$ cat src/rfd_pkg.sv
// Package for the response frame decoder: beat payload types, the action
// entry that travels from the front to the back, error codes and byte constants.
// No dependencies.
package rfd_pkg;

   // Character constants used by the framing logic.
   localparam logic [7:0] CHAR_DASH = 8'h2D;
   localparam logic [7:0] CHAR_A    = 8'h41;
   localparam logic [7:0] CHAR_B    = 8'h42;
   localparam logic [7:0] CHAR_C    = 8'h43;
   localparam logic [7:0] CHAR_D    = 8'h44;
   localparam logic [7:0] CHAR_F    = 8'h46;
   localparam logic [7:0] CHAR_L    = 8'h4C;
   localparam logic [7:0] CHAR_T    = 8'h54;

   // Saturation limits of the position and payload counters.
   localparam logic [16:0] POS_MAX = 17'h1FFFF;
   localparam logic [15:0] CNT_MAX = 16'hFFFF;

   // Register map.
   localparam logic [0:0] REG_PROTOCOL_MODE = 1'b0;

   // Error codes reported in the status beat.
   typedef enum logic [3:0] {
      ERR_NONE  = 4'd0,
      ERR_A     = 4'd1,
      ERR_B     = 4'd2,
      ERR_C     = 4'd3,
      ERR_D     = 4'd4,
      ERR_F     = 4'd5,
      ERR_L     = 4'd6,
      ERR_T     = 4'd7,
      ERR_UNDEF = 4'd8
   } rfd_err_type;

   // Input beat.
   typedef struct packed {
      logic [7:0] rx_byte;
      logic       frame_end;
   } rfd_req_type;

   // Result beat.
   typedef struct packed {
      logic        kind;
      logic [7:0]  payload_byte;
      logic        last;
      logic        failed;
      logic [3:0]  error_code;
      logic [15:0] length_field;
      logic [7:0]  check_byte;
      logic        checksum_ok;
      logic        malformed;
      logic [15:0] payload_count;
   } rfd_rsp_type;

   // Work for the back part: an optional payload byte and an optional status.
   typedef struct packed {
      logic        has_payload;
      logic [7:0]  payload_byte;
      logic        has_status;
      logic        failed;
      rfd_err_type error_code;
      logic [15:0] length_field;
      logic [7:0]  check_byte;
      logic        checksum_ok;
      logic        malformed;
      logic [15:0] payload_count;
   } rfd_action_type;

   // Push from the front into the queue.
   typedef struct packed {
      logic           valid;
      rfd_action_type action;
   } rfd_push_type;

   // Queue fill status.
   typedef struct packed {
      logic empty;
      logic full;
   } rfd_qstat_type;

   // Maps the letter after the error marker to its code.
   function automatic rfd_err_type letter_code(input logic [7:0] c);
      rfd_err_type code;
      case (c)
         CHAR_A:  code = ERR_A;
         CHAR_B:  code = ERR_B;
         CHAR_C:  code = ERR_C;
         CHAR_D:  code = ERR_D;
         CHAR_F:  code = ERR_F;
         CHAR_L:  code = ERR_L;
         CHAR_T:  code = ERR_T;
         default: code = ERR_UNDEF;
      endcase
      return code;
   endfunction

endpackage

$ cat src/rfd_front.sv
// Front part of the response frame decoder: accepts bytes, tracks the frame
// position, delay line, checksum and error marker, and pushes actions.
// Depends on rfd_pkg.
module rfd_front (
   input  logic                  clock,
   input  logic                  reset,
   input  logic [1:0]            mode,
   input  logic                  req_valid,
   input  rfd_pkg::rfd_req_type  req_data,
   output logic                  req_stall,
   input  rfd_pkg::rfd_qstat_type qstat,
   output rfd_pkg::rfd_push_type push
);
   import rfd_pkg::*;

   logic [16:0] pos_ff, pos_in;
   logic [7:0]  held0_ff, held0_in;
   logic [7:0]  held1_ff, held1_in;
   logic [7:0]  sum_ff, sum_in;
   logic [15:0] length_ff, length_in;
   logic        dash_ff, dash_in;
   logic        pend_ff, pend_in;
   logic [7:0]  letter_ff, letter_in;
   logic [15:0] count_ff, count_in;

   logic        accept;
   logic        lenp;
   logic        chk;
   logic [2:0]  hdr;
   logic [2:0]  thresh;
   logic        emit;
   logic [7:0]  emit_byte;
   logic        malformed;
   logic [7:0]  c;
   logic        frame_end;

   // The front pushes at most one action per beat, so a full queue stalls input.
   assign req_stall = qstat.full;
   assign accept    = req_valid && !qstat.full;

   assign c         = req_data.rx_byte;
   assign frame_end = req_data.frame_end;
   assign lenp      = mode[0];
   assign chk       = mode[1];
   assign hdr       = lenp ? 3'd3 : 3'd1;
   // A body byte leaves the delay line once the header and the line are full.
   assign thresh    = hdr + {2'b00, chk} + 3'd1;
   assign malformed = pos_ff < ({14'd0, hdr} + {16'd0, chk});
   assign emit      = pos_ff >= {14'd0, thresh};
   assign emit_byte = chk ? held1_ff : held0_ff;

   // Per-byte state update and action generation.
   always_comb begin
      pos_in    = pos_ff;
      held0_in  = held0_ff;
      held1_in  = held1_ff;
      sum_in    = sum_ff;
      length_in = length_ff;
      dash_in   = dash_ff;
      pend_in   = pend_ff;
      letter_in = letter_ff;
      count_in  = count_ff;
      push      = '0;

      // The first dash marks the frame failed; the next byte is the letter.
      if (pend_ff) begin
         letter_in = c;
         pend_in   = 1'b0;
      end else if (!dash_ff && c == CHAR_DASH) begin
         dash_in = 1'b1;
         pend_in = 1'b1;
      end

      // Payload byte leaving the delay line, with its effect on sum and count.
      if (emit) begin
         sum_in = sum_ff + emit_byte;
         if (count_ff != CNT_MAX) begin
            count_in = count_ff + 16'd1;
         end
      end

      if (!frame_end) begin
         if (lenp && pos_ff == 17'd1) begin
            length_in = {c, 8'h00};
         end else if (lenp && pos_ff == 17'd2) begin
            length_in = length_ff | {8'h00, c};
         end
         if (pos_ff >= {14'd0, hdr}) begin
            held1_in = held0_ff;
            held0_in = c;
         end
         if (pos_ff != POS_MAX) begin
            pos_in = pos_ff + 17'd1;
         end
         push.valid                = emit;
         push.action.has_payload   = emit;
         push.action.payload_byte  = emit_byte;
      end else begin
         push.valid                = 1'b1;
         push.action.has_payload   = emit;
         push.action.payload_byte  = emit_byte;
         push.action.has_status    = 1'b1;
         push.action.failed        = dash_in;
         push.action.error_code    = dash_in ? letter_code(letter_in) : ERR_NONE;
         push.action.length_field  = (!malformed && lenp) ? length_ff : 16'd0;
         push.action.check_byte    = (!malformed && chk) ? held0_ff : 8'd0;
         push.action.checksum_ok   = !malformed && chk && (sum_in == held0_ff);
         push.action.malformed     = malformed;
         push.action.payload_count = count_in;
         // Every frame starts from a clean state.
         pos_in    = '0;
         held0_in  = '0;
         held1_in  = '0;
         sum_in    = '0;
         length_in = '0;
         dash_in   = 1'b0;
         pend_in   = 1'b0;
         letter_in = '0;
         count_in  = '0;
      end

      if (!accept) begin
         push.valid = 1'b0;
      end
   end

   // Frame state registers.
   always_ff @(posedge clock) begin
      if (reset) begin
         pos_ff    <= '0;
         held0_ff  <= '0;
         held1_ff  <= '0;
         sum_ff    <= '0;
         length_ff <= '0;
         dash_ff   <= 1'b0;
         pend_ff   <= 1'b0;
         letter_ff <= '0;
         count_ff  <= '0;
      end else if (accept) begin
         pos_ff    <= pos_in;
         held0_ff  <= held0_in;
         held1_ff  <= held1_in;
         sum_ff    <= sum_in;
         length_ff <= length_in;
         dash_ff   <= dash_in;
         pend_ff   <= pend_in;
         letter_ff <= letter_in;
         count_ff  <= count_in;
      end
   end

endmodule

$ cat src/rfd_queue.sv
// Short action queue between the front and back parts of the decoder.
// Depends on rfd_pkg.
module rfd_queue #(
   parameter int DEPTH = 4
) (
   input  logic                   clock,
   input  logic                   reset,
   input  rfd_pkg::rfd_push_type  push,
   input  logic                   pop,
   output rfd_pkg::rfd_action_type head,
   output rfd_pkg::rfd_qstat_type qstat
);
   import rfd_pkg::*;

   localparam int PTR_W = (DEPTH > 1) ? $clog2(DEPTH) : 1;
   localparam int CNT_W = $clog2(DEPTH + 1);

   rfd_action_type         entry_ff [DEPTH];
   logic [PTR_W-1:0]       wr_ptr_ff, wr_ptr_in;
   logic [PTR_W-1:0]       rd_ptr_ff, rd_ptr_in;
   logic [CNT_W-1:0]       fill_ff, fill_in;
   logic                   do_push;
   logic                   do_pop;

   assign qstat.empty = (fill_ff == '0);
   assign qstat.full  = (fill_ff == CNT_W'(DEPTH));
   assign do_push     = push.valid && !qstat.full;
   assign do_pop      = pop && !qstat.empty;
   assign head        = entry_ff[rd_ptr_ff];

   // Pointer and fill count updates.
   always_comb begin
      wr_ptr_in = wr_ptr_ff;
      rd_ptr_in = rd_ptr_ff;
      fill_in   = fill_ff;
      if (do_push) begin
         wr_ptr_in = (wr_ptr_ff == PTR_W'(DEPTH - 1)) ? '0 : wr_ptr_ff + 1'b1;
      end
      if (do_pop) begin
         rd_ptr_in = (rd_ptr_ff == PTR_W'(DEPTH - 1)) ? '0 : rd_ptr_ff + 1'b1;
      end
      if (do_push && !do_pop) begin
         fill_in = fill_ff + 1'b1;
      end else if (do_pop && !do_push) begin
         fill_in = fill_ff - 1'b1;
      end
   end

   always_ff @(posedge clock) begin
      if (reset) begin
         wr_ptr_ff <= '0;
         rd_ptr_ff <= '0;
         fill_ff   <= '0;
      end else begin
         wr_ptr_ff <= wr_ptr_in;
         rd_ptr_ff <= rd_ptr_in;
         fill_ff   <= fill_in;
      end
   end

   // Entry storage.
   always_ff @(posedge clock) begin
      if (do_push) begin
         entry_ff[wr_ptr_ff] <= push.action;
      end
   end

endmodule

$ cat src/rfd_back.sv
// Back part of the response frame decoder: turns queued actions into result
// beats through an output register. Depends on rfd_pkg.
module rfd_back (
   input  logic                    clock,
   input  logic                    reset,
   input  rfd_pkg::rfd_action_type head,
   input  rfd_pkg::rfd_qstat_type  qstat,
   output logic                    pop,
   output logic                    rsp_valid,
   output rfd_pkg::rfd_rsp_type    rsp_data,
   input  logic                    rsp_stall
);
   import rfd_pkg::*;

   logic        rsp_valid_ff, rsp_valid_in;
   rfd_rsp_type rsp_data_ff, rsp_data_in;
   logic        split_ff, split_in;
   logic        load;

   // The output register takes a new beat when empty or when its beat leaves.
   assign load      = !rsp_valid_ff || !rsp_stall;
   assign rsp_valid = rsp_valid_ff;
   assign rsp_data  = rsp_data_ff;

   // An action with both parts sends its payload beat first, then its status.
   always_comb begin
      rsp_valid_in = rsp_valid_ff;
      rsp_data_in  = rsp_data_ff;
      split_in     = split_ff;
      pop          = 1'b0;
      if (load) begin
         rsp_valid_in = !qstat.empty;
         if (!qstat.empty) begin
            rsp_data_in = '0;
            if (head.has_payload && !split_ff) begin
               rsp_data_in.payload_byte = head.payload_byte;
               if (head.has_status) begin
                  split_in = 1'b1;
               end else begin
                  pop = 1'b1;
               end
            end else begin
               rsp_data_in.kind          = 1'b1;
               rsp_data_in.last          = 1'b1;
               rsp_data_in.failed        = head.failed;
               rsp_data_in.error_code    = head.error_code;
               rsp_data_in.length_field  = head.length_field;
               rsp_data_in.check_byte    = head.check_byte;
               rsp_data_in.checksum_ok   = head.checksum_ok;
               rsp_data_in.malformed     = head.malformed;
               rsp_data_in.payload_count = head.payload_count;
               split_in = 1'b0;
               pop      = 1'b1;
            end
         end
      end
   end

   always_ff @(posedge clock) begin
      if (reset) begin
         rsp_valid_ff <= 1'b0;
         split_ff     <= 1'b0;
      end else begin
         rsp_valid_ff <= rsp_valid_in;
         split_ff     <= split_in;
      end
   end

   always_ff @(posedge clock) begin
      rsp_data_ff <= rsp_data_in;
   end

endmodule

$ cat src/response_frame_decoder.sv
// Top level of the response frame decoder: configuration register, front part,
// action queue and back part. Depends on rfd_pkg, rfd_front, rfd_queue, rfd_back.
//
// The decoder takes one frame byte per cycle while the queue is not full and
// emits each payload byte one or two bytes later, followed by a status beat on
// the final byte of each frame. The front part writes at most one action per
// byte into a QUEUE_DEPTH-entry queue; the back part drains one result beat per
// cycle through its output register while output is not stalled. A final byte
// that still releases a payload byte yields two beats, which the queue absorbs,
// so the sustained rate is one byte per cycle while output is not stalled.
// Input stalls only when the queue is full. The protocol_mode register at byte
// address 0 should be written only between frames while no beats are in
// flight.
module response_frame_decoder #(
   parameter int QUEUE_DEPTH = 4
) (
   input  logic                 clock,
   input  logic                 reset,
   input  logic                 req_valid,
   input  rfd_pkg::rfd_req_type req_data,
   output logic                 req_stall,
   output logic                 rsp_valid,
   output rfd_pkg::rfd_rsp_type rsp_data,
   input  logic                 rsp_stall,
   input  logic                 psel,
   input  logic                 penable,
   input  logic                 pwrite,
   input  logic [2:0]           paddr,
   input  logic [31:0]          pwdata,
   output logic [31:0]          prdata,
   output logic                 pready
);
   import rfd_pkg::*;

   logic [1:0]     mode_ff, mode_in;
   rfd_push_type   push;
   rfd_action_type head;
   rfd_qstat_type  qstat;
   logic           pop;

   // Configuration register write and read back.
   assign pready = 1'b1;
   assign prdata = (paddr[2] == REG_PROTOCOL_MODE) ? {30'd0, mode_ff} : 32'd0;

   always_comb begin
      mode_in = mode_ff;
      if (psel && penable && pwrite && paddr[2] == REG_PROTOCOL_MODE) begin
         mode_in = pwdata[1:0];
      end
   end

   always_ff @(posedge clock) begin
      if (reset) begin
         mode_ff <= '0;
      end else begin
         mode_ff <= mode_in;
      end
   end

   rfd_front u_front (
      .clock     (clock),
      .reset     (reset),
      .mode      (mode_ff),
      .req_valid (req_valid),
      .req_data  (req_data),
      .req_stall (req_stall),
      .qstat     (qstat),
      .push      (push)
   );

   rfd_queue #(
      .DEPTH (QUEUE_DEPTH)
   ) u_queue (
      .clock (clock),
      .reset (reset),
      .push  (push),
      .pop   (pop),
      .head  (head),
      .qstat (qstat)
   );

   rfd_back u_back (
      .clock     (clock),
      .reset     (reset),
      .head      (head),
      .qstat     (qstat),
      .pop       (pop),
      .rsp_valid (rsp_valid),
      .rsp_data  (rsp_data),
      .rsp_stall (rsp_stall)
   );

   // The front never pushes into a full queue.
   assert property (@(posedge clock) disable iff (reset) push.valid |-> !qstat.full)
      else $error("action pushed into a full queue");

   // The back never pops an empty queue.
   assert property (@(posedge clock) disable iff (reset) pop |-> !qstat.empty)
      else $error("action popped from an empty queue");

   // A payload beat carries no status information.
   assert property (@(posedge clock) disable iff (reset)
      (rsp_valid && !rsp_data.kind) |->
         (!rsp_data.last && !rsp_data.failed && rsp_data.payload_count == 16'd0
          && !rsp_data.malformed))
      else $error("payload beat carries status fields");

endmodule

$ cat config.mk
export PLATFORM = sky130hd
export DESIGN_NAME = response_frame_decoder
export DESIGN_NICKNAME = d
export VERILOG_FILES = /design/src/rfd_pkg.sv /design/src/rfd_front.sv /design/src/rfd_queue.sv /design/src/rfd_back.sv /design/src/response_frame_decoder.sv
export SDC_FILE = /design/constraint.sdc
export NUM_CORES = 1
export LEC_CHECK = 0
export BUFFER_PORTS_ARGS = -buffer_cell sky130_fd_sc_hd__buf_2
export CORE_ASPECT_RATIO = 0.9
export CORE_UTILIZATION = 66
export CTS_BUF_LIST = sky130_fd_sc_hd__clkbuf_4 sky130_fd_sc_hd__clkbuf_8
export DETAILED_ROUTE_END_ITERATION = 8
export PLACE_DENSITY_LB_ADDON = 0.05
export REMOVE_ABC_BUFFERS = 1
export SETUP_SLACK_MARGIN = 0.1
export SLEW_MARGIN = 20
export SYNTH_ARGS = -nofsm -noshare
export SYNTH_HDL_FRONTEND = slang
export SYNTH_SLANG_ARGS = --single-unit
export TNS_END_PERCENT = 20
$ cat constraint.sdc
create_clock -name clock -period 11.1 [get_ports clock]
set_clock_uncertainty 0.2 [all_clocks]
set_input_delay 1.11 -clock clock [delete_from_list [all_inputs] [get_ports clock]]
set_output_delay 1.11 -clock clock [all_outputs]
set_load 0.03 [all_outputs]
=== After elaboration in Yosys (flattened, before gate mapping) ===
Memory sizes are Yosys's and may differ from the RTL's. A register that Yosys moved wholly into a read port is not among the register bits.
Cells that the tools add are included.

* Shift-type cells: 0
* Multiply operators: 0
* Magnitude comparators: 3
* Equality and inequality tests: 17
* Reduce and logical (&&, ||, !) cells: 35
* Div/mod/pow operators: 0
* Bitwise logic cells: 3
* Mux-type cells: 48
* Add/sub/neg operators: 10

{| class="wikitable"
|+ Operators with widths
! kind !! count
|-
| 2-to-1 mux 16 bit || 7
|-
| 2-to-1 mux 48 bit || 2
|-
| 2-to-1 mux 8 bit || 10
|-
| equality test 8 x 7 -> 1 bit, second input constant || 7
|-
| >= comparator 17 x 3 -> 1 bit || 2
|-
| 2-to-1 mux 17 bit || 2
|-
| case mux 4 bit (7 select lines) || 1
|-
| adder 17 x 1 -> 17 bit, second input constant || 1
|-
| equality test 17 x 1 -> 1 bit, second input constant || 1
|-
| equality test 17 x 2 -> 1 bit, second input constant || 1
|-
| < comparator 17 bit || 1
|-
| != test 17 bit, second input constant || 1
|-
| adder 16 x 1 -> 16 bit, second input constant || 1
|-
| 2-to-1 mux 1 bit || 16
|-
| != test 16 bit, second input constant || 1
|-
| OR 16 x 8 -> 16 bit || 1
|-
| logical AND 1 bit || 15
|-
| 2-to-1 mux 2 bit || 6
|-
| 2-to-1 mux 10 bit || 1
|-
| zero test 1 bit || 9
|-
| adder 8 bit || 1
|-
| equality test 8 x 6 -> 1 bit, second input constant || 1
|-
| equality test 8 bit || 1
|-
| AND reduction 2 bit || 4
|-
| other kinds (16) || 23
|}

* Memory bits (writable): 228
* Flip-flop bits (word level): 151
* Memories kept: 1
* Bits in latches: 0
* Logic and storage cells: 142
* Output and inout port bits: 92
* ROM bits: 0

{| class="wikitable"
|+ Memory list
! name !! words !! bits a word !! rd ports !! clocked after memory_dff !! wr ports !! RTL line !! RTL
|-
| u_queue.entry_ff || 4 || 57 || 1 || 1 || 1 || rfd_queue.sv:18 || <nowiki>rfd_action_type entry_ff [DEPTH];</nowiki>
|}

=== Logic depth before layout (Yosys ltp) ===
Gate-level depths: netlist of run 1.

* Word-level depth: 11
* Depth in mapped cells: 17

=== Modules after synthesis ===
A second synthesis of run 1 with hierarchy kept.

* Cell total of the unflattened synthesis: 1112
* Area total of the unflattened synthesis: 16042.9 um2

{| class="wikitable"
|+ By module, submodules not included
! module !! cells an instance !! sequential area each (um2) !! area an instance (um2) !! times used
|-
| rfd_queue || 347 || 7026.7 || 8720.9 || 1
|-
| rfd_front || 593 || 1661.6 || 4737.0 || 1
|-
| rfd_back || 128 || 1721.7 || 2232.1 || 1
|-
| response_frame_decoder || 44 || 40.0 || 352.8 || 1
|}

=== Worst setup path before layout of run 1 ===
No wires, ideal clock.

* Path type: input port to flip-flop
* From: input port rsp_stall
* To: register u_queue.fill_ff[2]
* Cell stages on the path: 8
* Path buffers: 0
* Data arrival time: 5584 ps
* Slack: 5246 ps
* Required time: 10829 ps
* Cells stage by stage: a21oi_1 > nand2_1 > ha_1 > inv_1 > fa_1 > xor2_1 > or3_1 > a21oi_1

* Longest elaborated chain between the ends: 7
* Elaborated cells between the ends (all ways): 9
* Those cells by class: mux (2); reduce/logical (7)

{| class="wikitable"
|+ RTL lines
! what !! RTL line !! RTL
|-
| start: declaration || response_frame_decoder.sv:24 || <nowiki>input logic rsp_stall,</nowiki>
|-
| zero test 1 bit * || rfd_back.sv:21 || <nowiki>assign load = !rsp_valid_ff || !rsp_stall;</nowiki>
|-
| logical OR 1 bit * || rfd_back.sv:21 ||
|-
| 2-to-1 mux 1 bit * || rfd_back.sv:31 || <nowiki>if (load) begin</nowiki>
|-
| logical AND 1 bit * || rfd_queue.sv:28 || <nowiki>assign do_pop = pop && !qstat.empty;</nowiki>
|-
| zero test 1 bit || rfd_queue.sv:42 || <nowiki>if (do_push && !do_pop) begin</nowiki>
|-
| logical AND 1 bit || rfd_queue.sv:42 ||
|-
| 2-to-1 mux 3 bit or nonzero test 2 bit (tied branches) || - ||
|-
| end signal: assignment || rfd_queue.sv:57 || <nowiki>fill_ff <= fill_in;</nowiki>
|-
| end: declaration || rfd_queue.sv:21 || <nowiki>logic [CNT_W-1:0] fill_ff, fill_in;</nowiki>
|}

Every way passes the cells marked *; elsewhere a longest branch is shown, timed or not.
A chain may end at the register's enable or synchronous reset.

=== Worst setup path after layout of run 1 ===
* From: register mode_ff[1]
* To: memory u_queue.entry_ff[2][39] (netlist bit), enable pin

* Longest elaborated chain between the ends: 8

{| class="wikitable"
|+ RTL lines
! what !! RTL line !! RTL
|-
| start: declaration || response_frame_decoder.sv:35 || <nowiki>logic [1:0] mode_ff, mode_in;</nowiki>
|-
| start signal: assignment || response_frame_decoder.sv:56 || <nowiki>mode_ff <= mode_in;</nowiki>
|-
| adder 3 x 1 -> 3 bit (2 in a row) || rfd_front.sv:47 || <nowiki>assign thresh = hdr + {2'b00, chk} + 3'd1;</nowiki>
|-
| >= comparator 17 x 3 -> 1 bit || rfd_front.sv:49 || <nowiki>assign emit = pos_ff >= {14'd0, thresh};</nowiki>
|-
| 2-to-1 mux 10 bit || rfd_front.sv:82 || <nowiki>if (!frame_end) begin</nowiki>
|-
| 2-to-1 mux 1 bit || rfd_front.sv:122 || <nowiki>if (!accept) begin</nowiki>
|-
| logical AND 1 bit || rfd_queue.sv:27 || <nowiki>assign do_push = push.valid && !qstat.full;</nowiki>
|-
| via u_queue.do_push || rfd_queue.sv:22 || <nowiki>logic do_push;</nowiki>
|-
| 2-to-1 mux 1 bit || rfd_queue.sv:63 || <nowiki>if (do_push) begin</nowiki>
|-
| 2-to-1 mux 1 bit (implied by the code) || rfd_queue.sv:64 || <nowiki>entry_ff[wr_ptr_ff] <= push.action;</nowiki>
|-
| end: declaration || rfd_queue.sv:18 ||
|}

The timed path passes the listed nets, and every way through them passes these cells.

==> summary.md, run 1 <==
| Metric | Value |
|---|---|
| GP Congestion | 0.835 |
| Slew Viols, Final | 0 |
| Worst-Margin Slew | 921 ps |
| Worst stage delay on the critical path | 760 ps |
| First-pass GRT wire length | 48800 µm |
| Core Util, Final | 75.5% |
| Worst Hold Class | register to register |
| Commonest non-fill, non-tap cell in the layout | edfxtp_1 |
| Post_cts resized | 0 |
| RSZ-0062 raised after global routing | no |
| Post-CTS setup buffer count | 0 |
| # rows | 53 |
| Clk root buf | clkbuf_8 |
| Die area | 24800 µm² |
| Flop-to-flop setup slack | 6850 ps |
| Synth cell types | 73 |
| Final setup violation count | 0 |
| Power Density | 217 nW/µm² |
| Outcome | finished with violations |
| Via count | 9350 |
| Die W | 166 µm |
| Setup TNS | 0 ps |
| H-tree depth | 2 |
| DP Wirelength | 17900 µm |
| Minimum clock period | 4250 ps |
| Syn Std Cell Area | 16000 µm² |
| Initial antenna violation count | 0 |
| Critical path fanouts, max | 38 |
| Layout Area Growth over Synthesis | 11.1% |
| Area leader, netlist | edfxtp_1 |
| Syn Area/Cell | 14.2 µm² |
| Slew margin rel. | 38.6% |
| Core Area | 23500 µm² |
| DRC viols | 13 |
| Most used DFF post-synth | edfxtp_1 |
| 1st-iter DRT viols | 811 |
| Total wire length | 30500 µm |
| Via-per-instance ratio | 5.94 |
| CTS Hold Buffers Added | 0 |
| Failing checks | DRC |
| Clock buffer count from CTS | 58 |
| Post-synth EDFFs | 284 |
| Port Buffer Count | 79 |
| Synth warnings | 0 |
| Vias in the first global route | 9071 |
| Worst-path cell with the longest stage delay | dfxtp_1 |
| Crit. End Element | register |
| Synth top area share | 53.4% |
| Mapped Cells | 1125 |
| Skew-Pair Late Insertion Delay | 600 ps |
| Sequential share of the synthesized area | 65.4% |
| WL per Instance | 19.4 µm |
| Clock buffer depth | 3 |
| Number of diodes | 0 |
| Grt ovf | 0 |
| Startpoint Class | register |
| CTS tree | yes |
| Largest net degree at the start of global routing | 59 |
| Layout cells sized above 1 | 22.6% |
| GRT Total Usage | 25.6% |
| Critical path's top delay family | buffers and inverters |
| LEAKAGE | 6.46 nW |
| Synth async-reset ratio | 0% |
| Clk slew on worst S/H paths | 60 ps |
| Die Y | 150 µm |
| Initial Util | 67.9% |
| Top cells by area, synth | edfxtp_1 (53%), dfxtp_1 (12%), mux4_2 (8.0%) |
| Fin. Hold Viols | 0 |
| CP required | 11120 ps |
| CP cell instances | inv_1 -> ha_1 -> a21o_1 -> a21oi_2 -> nor2_2 -> inv_2 -> o21ai_1 -> buf_4 -> inv_1 -> and2_2 -> buf_4 |
| Fmax | 0.235 GHz |
| Clock Sinks | 380 |
| Yosys reg bits | 380 |
| Drt first pass iters | 9 |
| Max VDD drop | 0.000254 V |
| Routed Antenna Nets | 0 |
| Most frequent cells in the layout | edfxtp_1 (284), nor2_1 (94), dfxtp_1 (94), buf_2 (79), clkbuf_8 (72) |
| Max_cap viols | 0 |
| Critical Path AT | 4280 ps |
| I/O pin total | 143 |
| Critical path class | register to register |
| WP buf/inv | 5 |
| Net count, final | 1302 |
| Final Cycle Share | 38.3% |
==> final timing paths <==
check / endpoint / startpoint / cells past startpoint
max: u_queue.entry_ff[2][39]$_DFFE_PP_ / mode_ff[1]$_SDFFE_PP0P_ / 11
min: u_front.letter_ff[1]$_SDFFE_PP0P_ / u_front.letter_ff[1]$_SDFFE_PP0P_ / 2
max reg2reg: u_queue.entry_ff[2][39]$_DFFE_PP_ / mode_ff[1]$_SDFFE_PP0P_ / 11
min reg2reg: u_front.letter_ff[1]$_SDFFE_PP0P_ / u_front.letter_ff[1]$_SDFFE_PP0P_ / 2
==> where the power goes <==
part,internal (W),switching [W]
Sequential,0.00174,0.0000628
Combinational,0.000286,0.000567
Clock,0.000677,0.000521
==> routing by layer <==
layer,vias up,wire (µm),GRT usage [%],share of wire (%)
met2,324,14300,41.5,47
met5,-,0,0,0
met1,4610,13800,36.4,45
li1,4369,-,-,-
met4,0,512,7.52,1.7
met3,47,1950,3.97,6.4
==> cells by family after synthesis <==
family	share of synthesized area (%)
flip-flops	65.4
buffers and inverters	3.63
multiplexers	9.01
adder cells (fa/ha/maj)	2.35
XOR/XNOR	1.95
other	0.0470
AO/OA/AOI/OAI	6.99
AND/OR/NAND/NOR	10.6
==> cells in the mapped netlist, drive strengths merged (6+ instances only) <==
| cell type | instances |
|---|---|
| ha | 26 |
| nand3 | 15 |
| nor2 | 97 |
| dfxtp | 96 |
| nor2b | 51 |
| clkbuf | 29 |
| a211oi | 6 |
| o21ai | 39 |
| mux4 | 57 |
| nor3 | 20 |
| inv | 26 |
| a21oi | 61 |
| and3 | 13 |
| buf | 54 |
| and2 | 38 |
| xnor2 | 14 |
| edfxtp | 284 |
| or3 | 15 |
| nand2 | 48 |
| a22oi | 16 |
| a21o | 6 |
| a22o | 17 |
| nand4 | 9 |
| xor2 | 19 |
| mux2i | 10 |
==> state kept, by name, indices dropped and copies added (netlist names), named ones only <==
register	cells
mode_ff	2
u_back.rsp_data	56
u_back.rsp_valid	1
u_back.split_ff	1
u_front.count_ff	16
u_front.dash_ff	1
u_front.held0_ff	8
u_front.held1_ff	8
u_front.length_ff	16
u_front.letter_ff	8
u_front.pend_ff	1
u_front.pos_ff	17
u_front.sum_ff	8
u_queue.entry_ff	228
u_queue.fill_ff	3
u_queue.rd_ptr_ff	2
u_queue.wr_ptr_ff	2
==> cell type report <==
cell class / instances / area [µm²]
fillers: 1455 / 5780
inverters: 26 / 97.6
flip-flops and latches: 380 / 10500
well taps: 302 / 378
repair buffers: 92 / 493
clock inverters: 11 / 60.1
multi-input cells: 665 / 5090
clock buffers: 99 / 1190
==> worst reg2reg max path, stage by stage (launching register included) <==
cell and delay (ps):
dfxtp_1 760, inv_1 220, ha_1 350, a21o_1 180, a21oi_2 170, nor2_2 140
inv_2 230, o21ai_1 90, buf_4 210, inv_1 140, and2_2 540, buf_4 630
==> metrics by stage <==
step                      total power [W]  setup slack (ps)  cells  hold slack, ps  instance area (µm²)
after global routing              0.00401              6550   1575             286                17800
after CTS                         0.00389              6830   1575             251                17800
after detailed placement          0.00270              6860   1465             243                16500
final                             0.00385              6850   1575             252                17800
after global placement            0.00268              6900   1465             237                16500
after floorplan                   0.00246              4490   1071             223                15600
Note: power is estimated with default switching activity, not from simulation.
==> inputs of run 2 (changes only) <==
- CORE_UTILIZATION: 66 -> 56
- clock period: 11.1 -> 3.5 ns (I/O delays scaled with it)
==> summary.md, run 2 (synthesis gave the netlist of run 1 again) <==
| Metric | Value |
|---|---|
| Most frequent cells in the layout | edfxtp_1 (284), nor2_1 (94), dfxtp_1 (93), buf_2 (79), clkbuf_8 (71) |
| Clock buffer count from CTS | 60 (+3.4%) |
| Critical path fanouts, max | 8 (-79%) |
| Vias in the first global route | 9533 (+5.1%) |
| Outcome | finished clean |
| H-tree depth | 2 (unchanged) |
| Max VDD drop | 0.000388 V (+53%) |
| Power Density | 675 nW/µm² (+210%) |
| I/O pin total | 143 (unchanged) |
| Clk root buf | clkbuf_8 |
| Via-per-instance ratio | 5.64 (-4.9%) |
| Dpl cells | 1553 (+6.0%) |
| Final instance area | 18300 µm² (+2.9%) |
| Die Y | 162 µm (+8.4%) |
| Drt first pass iters | 5 (-4) |
| Largest net degree at the start of global routing | 59 (unchanged) |
| Clock Sinks | 380 (unchanged) |
| Worst-path cell with the longest stage delay | fa_1 |
| Fmax | 0.315 GHz (+34%) |
| Critical path class | register to register |
| Clk slew on worst S/H paths | 60 ps (about the same) |
| Skew-Pair Late Insertion Delay | 610 ps (about the same) |
| CTS tree | yes |
| Setup WS post-layout | 321 ps (-6520 ps) |
| Via count | 9481 (+1.4%) |
| Slew Viols, Final | 0 (unchanged) |
| Slew margin rel. | 43.2% (+4.6 points) |
| Number of diodes | 0 (unchanged) |
| Startpoint Class | register |
| Core Area | 28000 µm² (+19%) |
| Layout cells sized above 1 | 23.9% (+1.3 points) |
| Worst Hold Class | input port to register |
| Initial Util | 57.1% (-11 points) |
| Grt ovf | 0 (unchanged) |
| CP required | 3700 ps (-7420 ps) |
| Placement-stage worst setup slack | 113 ps (-6750 ps) |
| CP cell instances | mux2_2 -> fa_1 -> a211oi_1 -> o21bai_1 -> a21oi_1 -> xnor2_1 -> xnor2_1 -> a31oi_1 -> nor4_4 |
| Commonest non-fill, non-tap cell in the layout | edfxtp_1 |
| Minimum clock period | 3180 ps (-1080 ps) |
| DRC viols | 0 (-13) |
| RSZ-0062 raised after global routing | no |
| Initial antenna violation count | 0 (unchanged) |
| Reg with most FFs | u_queue.entry_ff |
| DP Wirelength | 20400 µm (+14%) |
| Critical path's top delay family | compound AO/OA/AOI/OAI gates |
| Total wire length | 33000 µm (+8.2%) |
| LEAKAGE | 6.69 nW (+3.6%) |
| Max_cap viols | 0 (unchanged) |
| Max reg flops | 228 (unchanged) |
| Port Buffer Count | 79 (unchanged) |
| Cell Area, Placed | 16900 µm² (+2.3%) |
| Crit path top cell by count | xnor2_1 |
| WP buf/inv | 0 (-5) |
| Core Util, Final | 65.3% (-10 points) |
| First-pass GRT wire length | 52400 µm (+7.4%) |
| Net count, final | 1347 (+3.5%) |
| Final Non-Filler Cells | 1680 (+6.7%) |
| Critical Path AT | 3380 ps (-900 ps) |
| Crit. End Element | register |
| Clock buffer depth | 3 (unchanged) |
| Final Cycle Share | 90.8% (+53 points) |
| Final setup violation count | 0 (unchanged) |
| Worst stage delay on the critical path | 490 ps (-270 ps) |
| Worst-Margin Slew | 852 ps (-68.5 ps) |
| Fin. Hold Viols | 0 (unchanged) |
| GP Congestion | 0.862 (+3.3%) |
| # rows | 58 (+9.4%) |
| WL per Instance | 19.7 µm (+1.4%) |
| Die area | 29200 µm² (+18%) |
| Routed Antenna Nets | 0 (unchanged) |
| Die W | 180 µm (+8.5%) |
| GRT Total Usage | 23.3% (-2.3 points) |
| Fin Hold WS | 66.7 ps (-185 ps) |
| Layout Area Growth over Synthesis | 14.4% |
| 1st-iter DRT viols | 645 (-20%) |
-- run 2: worst min-delay path: stages --
cell      delay, ps
buf_2           100
nand4b_1        190
mux2i_1         120
nor2_1           80
-- run 2: final timing paths --
| kind | startpoint | endpoint | slack [ps] | cells past startpoint |
|---|---|---|---|---|
| worst max-delay path | mode_ff[1]$_SDFFE_PP0P_ | u_queue.entry_ff[0][17]$_DFFE_PP_ | 320 | 9 |
| worst min-delay path | penable | mode_ff[1]$_SDFFE_PP0P_ | 70 | 4 |
| worst max register to register | mode_ff[1]$_SDFFE_PP0P_ | u_queue.entry_ff[0][17]$_DFFE_PP_ | 320 | 9 |
| worst min register to register | u_front.letter_ff[2]$_SDFFE_PP0P_ | u_front.letter_ff[2]$_SDFFE_PP0P_ | 260 | 2 |
-- run 2: final cells by class --
cell class | count | area, µm²
flip-flops and latches | 380 | 10500
fillers | 2049 | 9730
multi-input cells | 665 | 5090
clock buffers | 97 | 1170
repair buffers | 135 | 923
well taps | 360 | 450
inverters | 26 | 97.6
clock inverters | 17 | 90.1
-- run 2: timing repair --
action / CTS / global route
buffers inserted: 0 / 0
pin swaps: 1 / 1
gates resized for setup: 1 / 1
hold buffers: 13 / 0
endpoints found under the setup margin: 4 / 4
hold endpoints to repair: 38 / 0
-- run 2: power by group --
part           leakage (nW)  internal [W]  switching, W
clock                 0.680       0.00213       0.00170
sequential             3.54       0.00551      0.000142
combinational          2.46      0.000957       0.00190
-- run 2: stage by stage --
stage               TNS [ps]  power, W
CTS                        0    0.0125
floorplan            -246270   0.00781
finish                     0    0.0123
global placement           0   0.00859
global route               0    0.0129
detailed placement         0   0.00863
-- run 2: per-layer routing --
layer | wire length [µm] | vias to the layer above | GRT usage, %
met2 | 15300 | 269 | 38.0
met4 | 651 | 0 | 6.45
met5 | 0 | - | 0
met1 | 15500 | 4711 | 32.6
met3 | 1670 | 54 | 3.99
li1 | - | 4447 | -
==> inputs of run 3 (changes only) <==
- SETUP_SLACK_MARGIN: 0.1 -> 0.5
- SLEW_MARGIN: 20 -> unset
==> summary.md, run 3 (synthesis gave the netlist of run 1 again) <==
| Metric | Value |
|---|---|
| Met1 usage | 32.7% (+0.062 points) |
| Worst reg2reg path startpoint | mode_ff[1]$_SDFFE_PP0P_ |
| Reg2reg path depth | 10 (+1) |
| FF-to-FF End | u_queue.entry_ff[0][17]$_DFFE_PP_ |
| CP startpoint | mode_ff[1]$_SDFFE_PP0P_ |
| GRT Total Usage | 23.4% (+0.051 points) |
| Vias in the first global route | 9549 (+0.17%) |
| First-pass GRT wire length | 52500 µm (+0.21%) |
| Slew margin rel. | 42.7% (-0.47 points) |
| Total wire length | 33300 µm (+0.67%) |
| Fin Hold WS | 68.6 ps (+1.89 ps) |
| Die Y | 162 µm (unchanged) |
| Max VDD drop | 0.000389 V (+0.39%) |
| Flop-to-flop setup slack | 590 ps (+270 ps) |
| Clk slew on worst S/H paths | 60 ps (about the same) |
| Most frequent cells in the layout | edfxtp_1 (284), nor2_1 (94), dfxtp_1 (92), buf_2 (79), clkbuf_8 (71) |
| Max reg flops | 228 (unchanged) |
| Routed Antenna Nets | 0 (unchanged) |
| Initial Util | 57.1% (unchanged) |
| Via count | 9530 (+0.52%) |
| WL per Instance | 19.7 µm (+0.14%) |
| Crit. End Element | register |
| Worst-Margin Slew | 860 ps (+7.13 ps) |
| Layout cells sized above 1 | 26.2% (+2.2 points) |
| M2 GR Usage | 38.1% (+0.11 points) |
| GP Congestion | 0.862 (unchanged) |
| Max_cap viols | 0 (unchanged) |
| Via-per-instance ratio | 5.64 (about the same) |
| Startpoint Class | register |
| Setup TNS | 0 ps (unchanged) |
| Met3 Usage GRT | 3.99% (unchanged) |
| Power Density | 670 nW/µm² (-0.80%) |
| Grt peak-use layer | met2 |
| RSZ-0062 raised after global routing | yes |
| DRC viols | 0 (unchanged) |
| Commonest non-fill, non-tap cell in the layout | edfxtp_1 |
| Final Cycle Share | 83.1% (-7.7 points) |
| Skew-Pair Late Insertion Delay | 610 ps (about the same) |
| Slew Viols, Final | 0 (unchanged) |
| LEAKAGE | 6.73 nW (+0.72%) |
| Die area | 29200 µm² (unchanged) |
| Layout Area Growth over Synthesis | 15.5% |
| Largest net degree at the start of global routing | 59 (unchanged) |
| DP Wirelength | 20400 µm (unchanged) |
| Die W | 180 µm (unchanged) |
| Final setup violation count | 0 (unchanged) |
| CP required | 3770 ps (+70 ps) |
| Fin. Hold Viols | 0 (unchanged) |
| I/O pin total | 143 (unchanged) |
| Clock Sinks | 380 (unchanged) |
| Critical path fanouts, max | 8 (unchanged) |
| Reg with most FFs | u_queue.entry_ff |
| Critical path class | register to register |
| Core Area | 28000 µm² (unchanged) |
| Grt ovf | 0 (unchanged) |
| Clk root buf | clkbuf_8 |
| Clock buffer count from CTS | 60 (unchanged) |
| CTS tree | yes |
| Port Buffer Count | 79 (unchanged) |
| Minimum clock period | 2910 ps (-271 ps) |
| Number of fill cells | 2042 (-0.34%) |
| 1st-iter DRT viols | 662 (+2.6%) |
| Worst Hold End | mode_ff[1]$_SDFFE_PP0P_ |
| Worst Hold Class | input port to register |
| # rows | 58 (unchanged) |
| Clock buffer depth | 3 (unchanged) |
| H-tree depth | 2 (unchanged) |
| Outcome | finished clean |
| Net count, final | 1356 (+0.67%) |
| HP Start | penable |
| Hold Path Depth | 4 (unchanged) |
| Critical Path AT | 3180 ps (-200 ps) |
| Initial antenna violation count | 0 (unchanged) |
| Fmax | 0.344 GHz (+9.3%) |
| Drt first pass iters | 8 (+3) |
| Number of diodes | 0 (unchanged) |
run 3: area by class of cell:
type	instances	area (µm²)	share of cell area, %
clock buffers	97	1170	6.35
repair buffers	144	991	5.37
well taps	360	450	2.44
clock inverters	17	90.1	0.488
multi-input cells	665	5190	28.1
inverters	26	97.6	0.529
flip-flops and latches	380	10500	56.7
run 3: worst max-delay path: stages (launching register included):
cell and delay, ps:
dfxtp_4 410, mux2_4 340, ha_1 300, a21o_1 190, nand4_1 130, a21oi_2 80, or4_4 500, nand2_1 100
xnor2_1 90, nor4_2 250, buf_4 170
run 3: worst max-delay path by stage:
stage | endpoint | cells past startpoint | slack (ps)
after floorplan | u_queue.fill_ff[2]$_SDFFE_PP0P_ | 10 | -3110
after global placement | u_queue.entry_ff[0][17]$_DFFE_PP_ | 9 | 210
after detailed placement | u_queue.entry_ff[3][17]$_DFFE_PP_ | 9 | 110
after CTS | u_queue.fill_ff[2]$_SDFFE_PP0P_ | 14 | 500
after global routing | u_queue.fill_ff[2]$_SDFFE_PP0P_ | 14 | 480
final | u_queue.entry_ff[0][17]$_DFFE_PP_ | 10 | 590
run 3: report_power, final:
group          total, W  leakage, nW  switching, W  internal, W
Combinational   0.00287         2.51       0.00191     0.000969
Clock           0.00383        0.680       0.00171      0.00213
Sequential      0.00566         3.54      0.000143      0.00551
run 3: timing repair:
action,in CTS,in global routing
endpoints found under the hold margin,38,0
resized for setup,9,22
hold buffers,13,0
setup endpoints to repair,10,13
setup buffers,2,7
pin swaps,2,12
run 3: stage by stage:
stage	cell area, µm²	utilization [%]	instances	worst slack, ps	power [W]
after floorplan	15600	-	1071	-3110	0.00781
final	18500	65.9	1689	591	0.0124
after global routing	18500	65.9	1689	484	0.0129
after detailed placement	16900	60.3	1553	113	0.00863
after global placement	16900	60.3	1553	213	0.00859
after CTS	18300	65.4	1682	497	0.0125
run 3: metal layers:
metal,wire [µm],vias up
met4,625,0
met5,0,-
met1,15500,4731
li1,-,4474
met3,1700,50
met2,15400,275
